$ cat config.mk
export PLATFORM = sky130hd
export DESIGN_NAME = source_text_tokenizer_core
export DESIGN_NICKNAME = d
export VERILOG_FILES = /design/src/hdl/stt_pkg.sv /design/src/hdl/stt_ctrl.sv /design/src/hdl/stt_outq.sv /design/src/hdl/source_text_tokenizer_core.sv
export VERILOG_INCLUDE_DIRS = /design/src /design/src/hdl
export SDC_FILE = /design/constraint.sdc
export NUM_CORES = 1
export LEC_CHECK = 0
export BUFFER_PORTS_ARGS = -buffer_cell sky130_fd_sc_hd__buf_2
export CAP_MARGIN = 25
export CORE_ASPECT_RATIO = 0.7
export CORE_MARGIN = 2
export CORE_UTILIZATION = 40
export CTS_CLUSTER_SIZE = 28
export DETAILED_ROUTE_END_ITERATION = 7
export SYNTH_ARGS = -nofsm -noshare
export SYNTH_HDL_FRONTEND = slang
export SYNTH_SLANG_ARGS = --single-unit
export TNS_END_PERCENT = 30
$ cat constraint.sdc
create_clock -name clk -period 4.6 [get_ports clk]
set_input_delay 0.46 -clock clk [delete_from_list [all_inputs] [get_ports clk]]
set_output_delay 0.46 -clock clk [all_outputs]
set_load 0.01 [all_outputs]
$ cat src/hdl/source_text_tokenizer_core_macros.svh
// assertion macros shared by the tokenizer modules
`ifndef SOURCE_TEXT_TOKENIZER_CORE_MACROS_SVH
`define SOURCE_TEXT_TOKENIZER_CORE_MACROS_SVH

`ifndef SYNTHESIS

`define STT_ASSERT(lbl, prop, msg) \
	lbl: assert property (@(posedge clk) disable iff (!arst_n) prop) else $error(msg);

`define STT_ASSERT_NEXT(lbl, ante, cons, msg) \
	lbl: assert property (@(posedge clk) disable iff (!arst_n) (ante) |=> (cons)) else $error(msg);

`else

`define STT_ASSERT(lbl, prop, msg)

`define STT_ASSERT_NEXT(lbl, ante, cons, msg)

`endif

`endif

$ cat src/hdl/stt_pkg.sv
package stt_pkg;

	localparam int POSITION_BITS_DEF = 16;

	localparam logic OP_END = 1'b1;

	localparam logic [1:0] ST_OK       = 2'd0;
	localparam logic [1:0] ST_BAD_ESC  = 2'd1;
	localparam logic [1:0] ST_UNCLOSED = 2'd2;
	localparam logic [1:0] ST_END      = 2'd3;

	localparam logic [3:0] CLS_LPAREN   = 4'd0;
	localparam logic [3:0] CLS_INT      = 4'd1;
	localparam logic [3:0] CLS_RPAREN   = 4'd2;
	localparam logic [3:0] CLS_COMMA    = 4'd3;
	localparam logic [3:0] CLS_DOT      = 4'd4;
	localparam logic [3:0] CLS_LESS     = 4'd5;
	localparam logic [3:0] CLS_GREATER  = 4'd6;
	localparam logic [3:0] CLS_LBRACKET = 4'd7;
	localparam logic [3:0] CLS_RBRACKET = 4'd8;
	localparam logic [3:0] CLS_LBRACE   = 4'd9;
	localparam logic [3:0] CLS_RBRACE   = 4'd10;
	localparam logic [3:0] CLS_EQUAL    = 4'd11;
	localparam logic [3:0] CLS_PLUS     = 4'd12;
	localparam logic [3:0] CLS_MINUS    = 4'd13;
	localparam logic [3:0] CLS_STRING   = 4'd14;
	localparam logic [3:0] CLS_IDENT    = 4'd15;

	localparam logic [7:0] CH_BS       = 8'h08;
	localparam logic [7:0] CH_TAB      = 8'h09;
	localparam logic [7:0] CH_LF       = 8'h0A;
	localparam logic [7:0] CH_CR       = 8'h0D;
	localparam logic [7:0] CH_SPACE    = 8'h20;
	localparam logic [7:0] CH_DQUOTE   = 8'h22;
	localparam logic [7:0] CH_HASH     = 8'h23;
	localparam logic [7:0] CH_SQUOTE   = 8'h27;
	localparam logic [7:0] CH_LPAREN   = 8'h28;
	localparam logic [7:0] CH_RPAREN   = 8'h29;
	localparam logic [7:0] CH_PLUS     = 8'h2B;
	localparam logic [7:0] CH_COMMA    = 8'h2C;
	localparam logic [7:0] CH_MINUS    = 8'h2D;
	localparam logic [7:0] CH_DOT      = 8'h2E;
	localparam logic [7:0] CH_ZERO     = 8'h30;
	localparam logic [7:0] CH_NINE     = 8'h39;
	localparam logic [7:0] CH_SEMI     = 8'h3B;
	localparam logic [7:0] CH_LESS     = 8'h3C;
	localparam logic [7:0] CH_EQUAL    = 8'h3D;
	localparam logic [7:0] CH_GREATER  = 8'h3E;
	localparam logic [7:0] CH_LBRACKET = 8'h5B;
	localparam logic [7:0] CH_BSLASH   = 8'h5C;
	localparam logic [7:0] CH_RBRACKET = 8'h5D;
	localparam logic [7:0] CH_B        = 8'h62;
	localparam logic [7:0] CH_N        = 8'h6E;
	localparam logic [7:0] CH_R        = 8'h72;
	localparam logic [7:0] CH_T        = 8'h74;
	localparam logic [7:0] CH_LBRACE   = 8'h7B;
	localparam logic [7:0] CH_RBRACE   = 8'h7D;

	typedef struct packed {
		logic       opcode;
		logic [7:0] ch;
	} req_item_t;

	typedef struct packed {
		logic        char_valid;
		logic [7:0]  out_char;
		logic        token_first;
		logic        token_last;
		logic [3:0]  token_class;
		logic [1:0]  status;
		logic [15:0] error_position;
	} tok_item_t;

	typedef struct packed {
		logic       in_string;
		logic       in_comment;
		logic       escape_seen;
		logic [1:0] open_quote;
		logic [7:0] held_char;
		logic       held_valid;
		logic       held_is_first;
		logic       token_length_one;
		logic       all_digits;
		logic [7:0] first_char;
		logic       halted;
	} stt_state_t;

	typedef struct packed {
		logic [1:0] n;
		tok_item_t  a;
		tok_item_t  b;
	} stt_push_t;

	function automatic logic is_digit(input logic [7:0] c);
		return (c >= CH_ZERO) && (c <= CH_NINE);
	endfunction

	function automatic logic is_space(input logic [7:0] c);
		return (c == CH_SPACE) || ((c >= CH_TAB) && (c <= CH_CR));
	endfunction

	function automatic logic is_mark(input logic [7:0] c);
		logic m;
		unique case (c)
			CH_LPAREN, CH_RPAREN, CH_COMMA, CH_LESS, CH_GREATER,
			CH_LBRACKET, CH_RBRACKET, CH_LBRACE, CH_RBRACE,
			CH_EQUAL, CH_PLUS, CH_MINUS, CH_SEMI: m = 1'b1;
			default: m = 1'b0;
		endcase
		return m;
	endfunction

	// bit 8 set when the escape is known
	function automatic logic [8:0] esc_map(input logic [7:0] c);
		logic [8:0] r;
		unique case (c)
			CH_N:      r = {1'b1, CH_LF};
			CH_T:      r = {1'b1, CH_TAB};
			CH_R:      r = {1'b1, CH_CR};
			CH_SQUOTE: r = {1'b1, CH_SQUOTE};
			CH_DQUOTE: r = {1'b1, CH_DQUOTE};
			CH_B:      r = {1'b1, CH_BS};
			default:   r = 9'd0;
		endcase
		return r;
	endfunction

	function automatic logic [3:0] kind_of(input logic len_one, input logic digits,
		input logic [7:0] first, input logic [7:0] last);
		logic [3:0] k;
		k = CLS_IDENT;
		if (((first == CH_DQUOTE) && (last == CH_DQUOTE)) ||
			((first == CH_SQUOTE) && (last == CH_SQUOTE))) begin
			k = CLS_STRING;
		end
		if (len_one) begin
			unique case (last)
				CH_RPAREN:   k = CLS_RPAREN;
				CH_COMMA:    k = CLS_COMMA;
				CH_DOT:      k = CLS_DOT;
				CH_LESS:     k = CLS_LESS;
				CH_GREATER:  k = CLS_GREATER;
				CH_LBRACKET: k = CLS_LBRACKET;
				CH_RBRACKET: k = CLS_RBRACKET;
				CH_LBRACE:   k = CLS_LBRACE;
				CH_RBRACE:   k = CLS_RBRACE;
				CH_EQUAL:    k = CLS_EQUAL;
				CH_PLUS:     k = CLS_PLUS;
				CH_MINUS:    k = CLS_MINUS;
				default:     k = k;
			endcase
		end
		if (digits) begin
			k = CLS_INT;
		end
		if (len_one && (last == CH_LPAREN)) begin
			k = CLS_LPAREN;
		end
		return k;
	endfunction

endpackage

$ cat src/hdl/stt_ctrl.sv
`include "source_text_tokenizer_core_macros.svh"

module stt_ctrl #(
	parameter int POSITION_BITS = stt_pkg::POSITION_BITS_DEF
) (
	input  logic               clk,
	input  logic               arst_n,
	input  logic               take,
	input  stt_pkg::req_item_t item,
	output stt_pkg::stt_push_t push
);
	import stt_pkg::*;

	localparam logic [1:0] OQ_NONE   = 2'd0;
	localparam logic [1:0] OQ_DOUBLE = 2'd1;
	localparam logic [1:0] OQ_SINGLE = 2'd2;

	localparam stt_state_t STATE_RESET = '{
		in_string: 1'b0, in_comment: 1'b0, escape_seen: 1'b0, open_quote: OQ_NONE,
		held_char: 8'h00, held_valid: 1'b0, held_is_first: 1'b0,
		token_length_one: 1'b0, all_digits: 1'b1, first_char: 8'h00, halted: 1'b0
	};

	stt_state_t st_q, st_d, st_ap, st_fl;
	logic [POSITION_BITS-1:0] pos_q, pos_d, pos_inc, err_pos;
	logic [7:0] c, ap_c, ap_first;
	logic [8:0] esc;
	logic ap_len1, ap_digits, is_quote, close_match;
	logic [1:0] end_status, fl_status;
	tok_item_t res_held, res_flush, res_tail, res_mark, res_err, res_end;
	tok_item_t e0, e1;
	logic v0, v1;

	assign c        = item.ch;
	assign pos_inc  = pos_q + POSITION_BITS'(1);
	assign err_pos  = pos_inc - POSITION_BITS'(3);
	assign esc      = esc_map(c);
	assign ap_c     = st_q.escape_seen ? esc[7:0] : c;
	assign ap_len1  = !st_q.held_valid;
	assign ap_first = st_q.held_valid ? st_q.first_char : ap_c;
	assign ap_digits = (st_q.held_valid ? st_q.all_digits : 1'b1) & is_digit(ap_c);
	assign is_quote = (c == CH_DQUOTE) || (c == CH_SQUOTE);
	assign close_match = ((st_q.open_quote == OQ_DOUBLE) && (c == CH_DQUOTE)) ||
		((st_q.open_quote == OQ_SINGLE) && (c == CH_SQUOTE));
	assign end_status = st_q.in_string ? ST_UNCLOSED : ST_END;
	assign fl_status  = (item.opcode == OP_END) ? end_status : ST_OK;

	always_comb begin
		res_held = '0;
		res_held.char_valid  = 1'b1;
		res_held.out_char    = st_q.held_char;
		res_held.token_first = st_q.held_is_first;

		res_flush = res_held;
		res_flush.token_last  = 1'b1;
		res_flush.token_class = kind_of(st_q.token_length_one, st_q.all_digits,
			st_q.first_char, st_q.held_char);
		res_flush.status = fl_status;

		res_tail = '0;
		res_tail.char_valid  = 1'b1;
		res_tail.out_char    = c;
		res_tail.token_first = ap_len1;
		res_tail.token_last  = 1'b1;
		res_tail.token_class = kind_of(ap_len1, ap_digits, ap_first, c);

		res_mark = '0;
		res_mark.char_valid  = 1'b1;
		res_mark.out_char    = c;
		res_mark.token_first = 1'b1;
		res_mark.token_last  = 1'b1;
		res_mark.token_class = kind_of(1'b1, is_digit(c), c, c);

		res_err = '0;
		res_err.status         = ST_BAD_ESC;
		res_err.error_position = 16'(err_pos);

		res_end = '0;
		res_end.status = st_q.halted ? ST_END : end_status;
	end

	// state after appending a character, and after closing the token
	always_comb begin
		st_ap = st_q;
		st_ap.held_char        = ap_c;
		st_ap.held_valid       = 1'b1;
		st_ap.held_is_first    = ap_len1;
		st_ap.token_length_one = ap_len1;
		st_ap.all_digits       = ap_digits;
		st_ap.first_char       = ap_first;

		st_fl = st_q;
		st_fl.held_char        = 8'h00;
		st_fl.held_valid       = 1'b0;
		st_fl.held_is_first    = 1'b0;
		st_fl.token_length_one = 1'b0;
		st_fl.all_digits       = 1'b1;
		st_fl.first_char       = 8'h00;
	end

	always_comb begin
		st_d  = st_q;
		pos_d = pos_q;
		v0 = 1'b0;
		v1 = 1'b0;
		e0 = res_held;
		e1 = res_tail;
		if (take) begin
			if (item.opcode == OP_END) begin
				st_d  = STATE_RESET;
				pos_d = '0;
				v0 = 1'b1;
				e0 = (!st_q.halted && st_q.held_valid) ? res_flush : res_end;
			end else if (!st_q.halted) begin
				pos_d = pos_inc;
				priority if (c == CH_HASH) begin
					st_d.in_comment = 1'b1;
				end else if (c == CH_BSLASH) begin
					st_d.escape_seen = 1'b1;
				end else if (st_q.in_comment && st_q.escape_seen && (c == CH_N)) begin
					st_d.in_comment = 1'b0;
				end else if (st_q.escape_seen) begin
					if (!esc[8]) begin
						v0 = 1'b1;
						e0 = res_err;
						st_d.held_valid = 1'b0;
						st_d.halted     = 1'b1;
					end else if (!st_q.in_comment) begin
						v0 = st_q.held_valid;
						st_d = st_ap;
					end
					st_d.escape_seen = 1'b0;
				end else if (st_q.in_comment) begin
					st_d = st_q;
				end else if (is_quote && !st_q.in_string) begin
					v0 = st_q.held_valid;
					st_d = st_ap;
					st_d.in_string  = 1'b1;
					st_d.open_quote = (c == CH_DQUOTE) ? OQ_DOUBLE : OQ_SINGLE;
				end else if (st_q.in_string && close_match) begin
					v0 = st_q.held_valid;
					v1 = 1'b1;
					st_d = st_fl;
					st_d.in_string  = 1'b0;
					st_d.open_quote = OQ_NONE;
				end else if (!st_q.in_string && is_mark(c)) begin
					v0 = st_q.held_valid;
					e0 = res_flush;
					v1 = 1'b1;
					e1 = res_mark;
					st_d = st_fl;
				end else if (!st_q.in_string && is_space(c)) begin
					v0 = st_q.held_valid;
					e0 = res_flush;
					st_d = st_fl;
				end else begin
					v0 = st_q.held_valid;
					st_d = st_ap;
				end
			end
		end
	end

	always_comb begin
		push.n = {1'b0, v0} + {1'b0, v1};
		push.a = v0 ? e0 : e1;
		push.b = e1;
	end

	always_ff @(posedge clk or negedge arst_n) begin
		if (!arst_n) begin
			st_q  <= STATE_RESET;
			pos_q <= '0;
		end else begin
			st_q  <= st_d;
			pos_q <= pos_d;
		end
	end

	`STT_ASSERT(a_halt_no_held, st_q.halted |-> !st_q.held_valid, "held char while halted")
	`STT_ASSERT(a_quote_track, st_q.in_string == (st_q.open_quote != OQ_NONE), "quote state mismatch")
	`STT_ASSERT_NEXT(a_end_clears, take && (item.opcode == OP_END), (st_q == STATE_RESET) && (pos_q == '0), "end of text left state behind")

endmodule

$ cat src/hdl/stt_outq.sv
`include "source_text_tokenizer_core_macros.svh"

module stt_outq (
	input  logic               clk,
	input  logic               arst_n,
	input  stt_pkg::stt_push_t push,
	output logic               full,
	output logic               tok_valid,
	input  logic               tok_stall,
	output stt_pkg::tok_item_t tok_data
);
	import stt_pkg::*;

	tok_item_t  mem_q [4];
	logic [1:0] wr_q, rd_q;
	logic [2:0] cnt_q;
	logic       pop;

	assign tok_valid = cnt_q != 3'd0;
	assign tok_data  = mem_q[rd_q];
	assign pop       = tok_valid && !tok_stall;
	// room must remain for a two-result request
	assign full      = cnt_q > 3'd2;

	always_ff @(posedge clk) begin
		if (push.n != 2'd0) begin
			mem_q[wr_q] <= push.a;
		end
		if (push.n == 2'd2) begin
			mem_q[wr_q + 2'd1] <= push.b;
		end
	end

	always_ff @(posedge clk or negedge arst_n) begin
		if (!arst_n) begin
			wr_q  <= '0;
			rd_q  <= '0;
			cnt_q <= '0;
		end else begin
			wr_q  <= wr_q + push.n;
			rd_q  <= rd_q + {1'b0, pop};
			cnt_q <= cnt_q + {1'b0, push.n} - {2'b00, pop};
		end
	end

	`STT_ASSERT(a_push_room, (push.n != 2'd0) |-> (cnt_q <= 3'd2), "push into a full result queue")
	`STT_ASSERT(a_cnt_max, cnt_q <= 3'd4, "result queue count out of range")
	`STT_ASSERT(a_cnt_track, $past(arst_n) |-> (cnt_q == $past(cnt_q) + {1'b0, $past(push.n)} - {2'b00, $past(pop)}), "result queue count drift")

endmodule

$ cat src/hdl/source_text_tokenizer_core.sv
// streaming source text tokenizer
// request channel (req_valid, req_stall, req_data): one source byte per
// request, or an end-of-text marker with opcode set
// result channel (tok_valid, tok_stall, tok_data): token characters, each
// marked first and/or last, with the token kind on the last one, plus
// status-only results for a bad escape and for end of text
// the last character of a token is held back until the next byte or end of
// text shows where the token stops
// each accepted request writes its results into the result queue
// throughput: one request per cycle while req_stall is low and each yields
// at most one result; a request that yields two results (closing quote,
// single-char mark) puts both into the four-entry result queue that the result port drains
// req_stall rises while the queue holds more than two results, so a stall
// on tok_stall backs up into req_stall after at most four results
// reset clears the tokenizer state, the position counter and the queue;
// end of text also returns the tokenizer state to its reset values
module source_text_tokenizer_core #(
	parameter int POSITION_BITS = stt_pkg::POSITION_BITS_DEF
) (
	input  logic               clk,
	input  logic               arst_n,
	input  logic               req_valid,
	output logic               req_stall,
	input  stt_pkg::req_item_t req_data,
	output logic               tok_valid,
	input  logic               tok_stall,
	output stt_pkg::tok_item_t tok_data
);
	import stt_pkg::*;

	stt_push_t push;
	logic      take;

	assign take = req_valid && !req_stall;

	stt_ctrl #(
		.POSITION_BITS(POSITION_BITS)
	) u_ctrl (
		.clk    (clk),
		.arst_n (arst_n),
		.take   (take),
		.item   (req_data),
		.push   (push)
	);

	stt_outq u_outq (
		.clk       (clk),
		.arst_n    (arst_n),
		.push      (push),
		.full      (req_stall),
		.tok_valid (tok_valid),
		.tok_stall (tok_stall),
		.tok_data  (tok_data)
	);

endmodule

==> impl_summary.md, run 1 <==
Synthesis
The post-synthesis instance area is 0.00996 mm^2. The top cell type by total area after synthesis is sky130_fd_sc_hd__dfxtp_1. Sorting the synthesized cells by how often they occur yields sky130_fd_sc_hd__nand2_1 (106), sky130_fd_sc_hd__o21ai_0 (86), sky130_fd_sc_hd__dfxtp_1 (80), sky130_fd_sc_hd__a22o_1 (68), sky130_fd_sc_hd__nor2_1 (59). The synthesized design contains 52 enable-type register cells.

The most instantiated flip-flop cell in the synthesis netlist is sky130_fd_sc_hd__dfxtp_1. The total of warnings raised by yosys is 0. The post-synth net total is 997. A synthesized cell averages 10.2 um^2. The cell count after synthesis is 974. The count of distinct cell types in the synthesized netlist is 95. Of the post-synthesis cell area, the dominant cell type holds 0.161. The fraction of synthesis flops using an asynchronous set or reset pin is 0.267. The share of the Yosys chip area taken by registers is 0.438. The most common cell in the synthesized netlist is sky130_fd_sc_hd__nand2_1.

The synthesized design contains 180 register bits. Yosys attributes the largest share of cell area to sky130_fd_sc_hd__dfxtp_1 (16%), sky130_fd_sc_hd__edfxtp_1 (16%), sky130_fd_sc_hd__dfrtp_1 (12%), sky130_fd_sc_hd__mux4_2 (7.5%), sky130_fd_sc_hd__a22o_1 (6.0%).

Worst hold path
The tightest min-delay check is of the in -> async type.

Finish
The count of antenna diodes in the layout is 0. The final-stage net count is 1016. The share of cells above drive strength 1 is 0.183. The area growth from synthesis to layout is 11.4%. The finished layout holds 1331 standard cells, fillers aside. The cell area after layout is 0.0111 mm^2.

Power
The share of total power dissipated in the clock network is 0.260. The power share of the combinational group is 0.351. For this design the total switching power over the nets is 2.18 mW.

The switching power share of the total is 0.384. Internal power comes to 3.50 mW. The total power draw is 5.69 mW. The share of total power dissipated in sequential elements is 0.389. Power spread over the standard cell area amounts to 512 mW/mm^2. The leakage power is 4.13 nW.

Across the VDD grid, the largest voltage drop is 0.346 mV.

Status
The flow ran to the end, and the final reports show no timing, DRC or antenna violations.

Timing
Setup repair after global routing left no endpoint under its margin. The final cycle utilization of the critical path is 0.866. The measured slew at the worst slew-check pin is 0.824 ns.

Setup violations remaining at the end of the flow were counted as 0. The hold violation total from the final report came to 0. The worst pin sits at a relative slew slack of 0.445. The setup total negative slack is 0 ns. The minimum clock period is 3.98 ns. The max-slew violation count is 0. Clock skew on the completed layout was measured at 0.0116 ns.

Derived from the worst setup path, the maximum achievable clock frequency is 251 MHz.

Setup path
The largest fanout on the critical path is 10. At the worst endpoint, the required time is 4.88 ns. The cell with the largest stage delay on the worst path is sky130_fd_sc_hd__a21oi_2.

The dominant cell type by count on the critical path is sky130_fd_sc_hd__and3_1. The critical path goes through a21oi_1 > and3_1 > and3_1 > nor4b_1 > o21ai_0 > ha_1 > nor2b_1 > o311ai_0 > a21oi_2 > o21ai_1 > o22ai_1. The worst setup path is of the reg -> reg kind. STA classifies the critical path endpoint as a register. The longest individual stage delay on the worst path is 0.58 ns. At the worst endpoint, the arrival time is 4.27 ns.

The category of the worst setup path launch point is a register.

Clocking
The insertion delay to the later sink of the worst-skew pair is 0.44 ns. Once the clock tree was built, the setup fixing pass inserted 0 buffers. The clock net sink count is 180.

The post-cts repair resize count is 0. The clock edge transition at the registers on the reported setup and hold paths is 0.08 ns. In this run, post-CTS hold repair placed 0 buffers.

The number of H-tree branching levels is 4. The number of buffers added by the clock tree synthesis step is 17. Clock tree synthesis selected as its root buffer the cell sky130_fd_sc_hd__clkbuf_16. TritonCTS built the clock tree. In this run the deepest clock path goes through 2 buffers.

Placement
In this run, placement finished with an instance count of 1298. The number of input and output port buffers inserted is 47. The placed wire-length estimate after detailed placement is 19800 um. The routability-driven placement congestion ratio is 0.898.

Summing all placed instances gives a cell area of 0.0105 mm^2.

Route
The number of design rule violations left after detail routing is 0. The detail route stage leaves a number of antenna-violating nets equal to 0. The number of detailed-route iterations in the first pass is 5. The number of vias per cell is 6.09.

Summed over all layers, the routed wires come to 27900 um. After the first detailed-routing iteration, the DRC count stood at 872. For this block, the via count after detailed routing is 8101. Dividing the detail-routed wire length by the instance count gives 21.0 um.

Floorplanning
The initial utilization of the core area, before any placement, comes to 0.406. During I/O placement, the number of pins put on the boundary was 48. The die span in x is 193 um.

The row count is 48. The die covers 0.0262 mm^2. In this run the vertical extent of the chip is 136 um. The floorplan core area is 0.0246 mm^2.

GRT
The first global-routing pass estimated 44500 um of wire. The initial antenna violation count is 0. The number of global-route vias before repair is 7502. Global routing finished with a remaining overflow of 0.

For this run, the total global-route usage over all layers was measured as 0.222. Entering global routing, the biggest net connects 49 pins.

Run
The number of maximum-capacitance violations is 0.
[power groups by stage]
stage / logic, mW / clock network, mW / registers (mW)
global route: 2.18 / 1.56 / 2.25
detailed placement: 1.91 / 0 / 2.31
finish: 2.00 / 1.48 / 2.21
global placement: 1.80 / 0 / 2.37
CTS: 1.91 / 1.50 / 2.27
floorplan: 1.54 / 0 / 2.03
[per-layer routing]
metal / vias to the layer above / part of all wire / global-route usage
met1: 3975 / 0.52 / 0.365
met4: 0 / 0.0084 / 0.0454
li1: 3763 / - / -
met5: - / 0 / 0
met3: 24 / 0.083 / 0.0501
met2: 339 / 0.39 / 0.287
[cells in the final DEF, fill, tap and decap left out, types with 6 or more instances in the layout]
| cell | count |
|---|---|
| sky130_fd_sc_hd__nand2_1 | 106 |
| sky130_fd_sc_hd__o21ai_0 | 86 |
| sky130_fd_sc_hd__dfxtp_1 | 80 |
| sky130_fd_sc_hd__a22o_1 | 68 |
| sky130_fd_sc_hd__nor2_1 | 59 |
| sky130_fd_sc_hd__edfxtp_1 | 52 |
| sky130_fd_sc_hd__buf_2 | 47 |
| sky130_fd_sc_hd__dfrtp_1 | 45 |
| sky130_fd_sc_hd__mux4_2 | 33 |
| sky130_fd_sc_hd__a21oi_1 | 26 |
| sky130_fd_sc_hd__inv_1 | 24 |
| sky130_fd_sc_hd__buf_4 | 24 |
| sky130_fd_sc_hd__nand4_1 | 18 |
| sky130_fd_sc_hd__xnor2_1 | 18 |
| sky130_fd_sc_hd__clkbuf_16 | 18 |
| sky130_fd_sc_hd__o22ai_1 | 15 |
| sky130_fd_sc_hd__o211ai_1 | 14 |
| sky130_fd_sc_hd__nand2b_1 | 13 |
| sky130_fd_sc_hd__xor2_1 | 13 |
| sky130_fd_sc_hd__and3_1 | 11 |
| sky130_fd_sc_hd__nor3_1 | 10 |
| sky130_fd_sc_hd__o21ai_1 | 10 |
| sky130_fd_sc_hd__and2_1 | 9 |
| sky130_fd_sc_hd__ha_1 | 9 |
| sky130_fd_sc_hd__nor2b_1 | 8 |
| sky130_fd_sc_hd__nand3_1 | 8 |
| sky130_fd_sc_hd__o31ai_1 | 8 |
| sky130_fd_sc_hd__o21a_1 | 8 |
| sky130_fd_sc_hd__or3_1 | 7 |
| sky130_fd_sc_hd__a21o_1 | 7 |
| sky130_fd_sc_hd__a32o_1 | 6 |
[area by class of cell]
type	instances	area, um^2
Fill cell	2301	13500
Multi-Input combinational cell	696	5180
Sequential cell	180	4370
Clock buffer	19	464
Timing Repair Buffer	73	455
Tap cell	325	407
Clock inverter	13	131
Inverter	25	93.8
[kinds of logic (layout without fill, tap and decap cells)]
group           count (synthesis)  after routing  synth area share
fa+ha+maj                      10             10            0.0133
buf+inv                        98            130            0.0424
mux                            41             41            0.0832
simple gates                  304            304             0.162
compound gates                310            310             0.234
flops                         180            180             0.438
xor+xnor                       31             31            0.0272
[worst max-delay path: cells and delay by family (launching register included)]
| family | cells | cell delay, ns |
|---|---|---|
| and+or+nand+nor | 4 | 1.37 |
| AOI/OAI and AO/OA | 6 | 1.74 |
| DFF | 1 | 0.41 |
| adders and majority gates | 1 | 0.31 |
[metrics by stage]
| step | util | setup WS (ns) | hold slack, ns |
|---|---|---|---|
| floorplan | - | 1.09 | 0.164 |
| global placement | 0.426 | 0.558 | 0.432 |
| detailed placement | 0.427 | 0.384 | 0.439 |
| CTS | 0.451 | 0.694 | 0.143 |
| global route | 0.452 | 0.306 | 0.173 |
| finish | 0.452 | 0.617 | 0.124 |
[path summary, 6_finish.rpt]
path | startpoint | end | slack, ns | cells past startpoint
max | u_outq.cnt_q[1] | u_outq.mem_q[1][18] | 0.62 | 11
max reg2reg | u_outq.cnt_q[1] | u_outq.mem_q[1][18] | 0.62 | 11
min reg2reg | u_outq.mem_q[1][13] | u_outq.mem_q[1][13] | 0.45 | 2
min | arst_n | u_ctrl.st_q[5] | 0.12 | 2
max in group asynchronous | arst_n | u_outq.rd_q[0] | 3.99 | 2
min in group clk | req_data[8] | u_ctrl.st_ap[24] | 0.44 | 3
[state kept, by name (all words and copies together), names as in the netlist]
| signal | flops |
|---|---|
| u_ctrl.pos_q | 16 |
| u_ctrl.res_flush | 8 |
| u_outq.wr_q | 2 |
| u_ctrl.st_q | 11 |
| u_outq.cnt_q | 3 |
| u_outq.mem_q | 132 |
| u_ctrl.st_ap | 6 |
| u_outq.rd_q | 2 |
Power figures use the tool's default switching activity.
==> run 2: changes to the inputs <==
--- a/config.mk
+++ b/config.mk
@@ -6,13 +6,15 @@
 export SDC_FILE = /design/constraint.sdc
 export NUM_CORES = 1
 export LEC_CHECK = 0
+export ABC_AREA = 1
 export BUFFER_PORTS_ARGS = -buffer_cell sky130_fd_sc_hd__buf_2
 export CAP_MARGIN = 25
 export CORE_ASPECT_RATIO = 0.7
 export CORE_MARGIN = 2
-export CORE_UTILIZATION = 40
+export CORE_UTILIZATION = 59
 export CTS_CLUSTER_SIZE = 28
 export DETAILED_ROUTE_END_ITERATION = 7
+export PLACE_DENSITY = 0.77
 export SYNTH_ARGS = -nofsm -noshare
 export SYNTH_HDL_FRONTEND = slang
 export SYNTH_SLANG_ARGS = --single-unit
==> impl_summary.md, run 2 <==
Floorplanning
The floorplan has 38 rows. The initial cell density of the core is 0.609. The overall die height is 110 um. In this run the count of I/O pins placed on the die edge is 48.

Measured along the x axis, the die boundary spans 156 um. The die covers 0.0171 mm^2. The total area inside the core boundary comes to 0.0156 mm^2.

Synthesis
Counting flops and latches in the post-synthesis netlist gives 180. Of the synthesized area, sequential elements account for 0.460. Synthesis produced 1243 cells. By area the synthesized netlist is led by sky130_fd_sc_hd__dfxtp_1 (17%), sky130_fd_sc_hd__edfxtp_1 (16%), sky130_fd_sc_hd__dfrtp_1 (12%), sky130_fd_sc_hd__nand2_1 (12%), sky130_fd_sc_hd__o21ai_0 (6.6%). The count of distinct cell types in the synthesized netlist is 46. The fraction of synthesis flops using an asynchronous set or reset pin is 0.267. The proportion of netlist area held by the largest area contributor is 0.169. The number of nets in the synthesized netlist is 1266. In the synthesized netlist, the cells that appear most often are sky130_fd_sc_hd__nand2_1 (301), sky130_fd_sc_hd__nor2_1 (130), sky130_fd_sc_hd__o21ai_0 (125), sky130_fd_sc_hd__inv_1 (101), sky130_fd_sc_hd__o22ai_1 (98). By instance count, the leading cell after synthesis is sky130_fd_sc_hd__nand2_1. The total of warnings raised by yosys is 0. The post-synthesis instance area is 0.00949 mm^2. The number of synthesized flops with an enable pin is 52.

For this run, the leading register cell type out of synthesis is sky130_fd_sc_hd__dfxtp_1. The synthesized design spends more area on one cell type than any other, namely sky130_fd_sc_hd__dfxtp_1. The average cell area after synthesis is 7.64 um^2.

Worst hold path
The worst min-delay path category is in -> async.

Placement
The area of placed instances is 0.00998 mm^2. Buffers placed on the I/O ports in this run total 47. The routability-driven placement congestion ratio is 0.974.

Prior to clock tree synthesis, the placed netlist has a worst setup slack of -0.00612 ns. Once detailed placement completed, the half-perimeter wirelength came to 19900 um.

Setup path
The dominant cell type by count on the critical path is sky130_fd_sc_hd__nand2_1. The category of the worst setup path launch point is a primary input. The largest delay contributor family on the critical path is simple AND/OR/NAND/NOR gates.

Data arrives at the worst endpoint at 4.32 ns. The worst setup path is captured at a register. The cell with the largest stage delay on the worst path is sky130_fd_sc_hd__nor3_1. The data required time at the worst endpoint is 4.92 ns. The largest fanout on the critical path is 25. The worst setup path is of the in -> reg kind. The largest single stage delay on the critical path is 0.49 ns. The count of buffering cells on the critical path with inverters included is 5. The signal on the critical path passes through buf_2 > inv_2 > nand2_1 > nor2_1 > nand2_1 > nand3_1 > or2_1 > o21ai_1 > nand4_1 > nand2_2 > ha_1 > inv_1 > nor3_1 > inv_2 > nand2_1 > clkinv_1 > a22o_1.

Timing
Setup violations remaining at the end of the flow were counted as 0. Dividing the final minimum period by the clock period gives 0.869. The highest clock frequency the design can meet is 250 MHz. Setup repair after global routing left no endpoint under its margin. The minimum clock period is 4.00 ns.

At the pin with the least slew margin, the transition time is 0.720 ns. The hold violation total from the final report is 0. The post-route clock skew is 0.0133 ns. The max-slew violation count is 0.

After layout, the worst setup slack is 0.603 ns. The worst pin sits at a relative slew slack of 0.515. The worst-case hold slack is 0.108 ns.

GRT
The total global routing track utilization is 0.350. The first global-routing pass estimated 45600 um of wire. The number of global-route vias before repair was 8291. Entering global routing, the biggest net connects 68 pins.

The initial antenna violation count was 0. Summed over all layers, the global routing overflow is 0.

Clocking
The library cell used as clock root buffer is sky130_fd_sc_hd__clkbuf_16. The maximum buffer depth of the clock tree is 2. The insertion delay to the later sink of the worst-skew pair is 0.43 ns. Counting every sink on the clock net gives 180. The number of H-tree branching levels is 4. The clock edge transition at the registers on the reported setup and hold paths is 0.07 ns. The clock tree from TritonCTS is built. The number of buffers added by the clock tree synthesis step is 17.

After clock tree synthesis, the setup repair step added 0 buffers.

Finish
The cell area after layout is 0.0106 mm^2. The count of antenna diodes in the layout is 0. The register with the most flip-flops in the layout has 132 of them. The share of cells above drive strength 1 is 0.118.

After the last flow step, the layout net total stands at 1310. The largest registers in the layout are u_outq.mem_q (132), u_ctrl.pos_q (16), u_ctrl.st_q (11). Leaving out fill and tap cells, the most frequent cells in the layout are sky130_fd_sc_hd__nand2_1 (301), sky130_fd_sc_hd__nor2_1 (130), sky130_fd_sc_hd__o21ai_0 (125). The library cell used most frequently in the layout, excluding fill and tap cells, is sky130_fd_sc_hd__nand2_1. The synthesis-to-finish area growth is 11.7%.

The most flop-heavy register is u_outq.mem_q.

Power
The share of power burned in the clock network is 0.230. The relative contribution of sequential cells to total power is 0.326. The internal power of the cells totals 3.71 mW. The worst-case IR drop observed on VDD is 0.658 mV.

The analysis attributes to cell leakage a power of 4.53 nW. Summed over all nets, the switching power comes to 2.88 mW. The switching power share of the total is 0.437. The total power density per cell area is 621 mW/mm^2. The share of total power dissipated in combinational logic is 0.444. After layout, the design draws a total of 6.58 mW.

Status
The flow ran to the end, and the final reports show no timing, DRC or antenna violations.

Route
The number of vias in the routed layout is 9176. In the final routed layout, each cell accounts on average for 19.3 um. After detailed routing, the number of vias per cell comes to 6.12. The number of antenna-violating nets in the routed design is 0. The detailed-route wire length is 28900 um. The first routing iteration left 1249 violations.

After detailed routing, the number of remaining DRC violations is 0. Before antenna repair, the detailed router went through 8 iterations.

Run
The tool flagged a number of max-cap violations equal to 0.
-- run 2: area by class of cell --
type	count	area [um^2]
clock buffers	17	425
clock inverters	15	183
fillers	1319	4990
inverters	124	465
multi-input cells	895	4480
flip-flops and latches	180	4370
well taps	200	250
repair buffers	69	433
-- run 2: kinds of logic (layout without fill, tap and decap cells) --
logic type / after synthesis / in the layout / synth area share
buf+inv: 168 / 225 / 0.0678
compound gates: 317 / 317 / 0.189
fa+ha+maj: 10 / 10 / 0.0140
xor+xnor: 22 / 22 / 0.0227
flops: 180 / 180 / 0.460
simple gates: 546 / 546 / 0.246
-- run 2: worst paths after layout --
path	to	cells past startpoint	slack (ns)	from
max	u_outq.mem_q[0][7]	17	0.60	req_data[2]
min	u_ctrl.st_ap[21]	2	0.11	arst_n
max reg2reg	u_outq.mem_q[0][7]	14	0.62	u_outq.cnt_q[2]
min reg2reg	u_outq.mem_q[2][15]	2	0.46	u_outq.mem_q[2][15]
max in group asynchronous	u_ctrl.pos_q[13]	2	3.98	arst_n
min in group clk	u_ctrl.res_flush[31]	3	0.43	req_data[7]
-- run 2: through the flow --
stage                     setup TNS [ns]  utilization  std cells
after floorplan                        0            -       1243
after global placement                 0        0.638       1466
after detailed placement        -0.00612        0.640       1467
after CTS                              0        0.679       1499
after global routing                   0        0.680       1500
final                                  0        0.680       1500
-- run 2: metal layers --
metal,global-route usage,vias to the layer above,wire length [um]
met2,0.465,577,11200
met4,0.0721,0,318
met5,0,-,0
met1,0.543,4240,13000
met3,0.122,35,4350
li1,-,4324,-
-- run 2: timing repair --
action,in CTS,in global routing
endpoints found under the setup margin,0,8
hold buffers,0,0
gates resized for setup,0,1
-- run 2: power groups by stage --
stage | logic, mW | clock network, mW | registers [mW]
6_report | 2.92 | 1.51 | 2.15
5_1_grt | 3.22 | 1.59 | 2.17
4_1_cts | 2.85 | 1.52 | 2.14
3_5_place_dp | 2.82 | 0 | 2.16
3_3_place_gp | 2.75 | 0 | 2.16
2_1_floorplan | 1.98 | 0 | 2.10
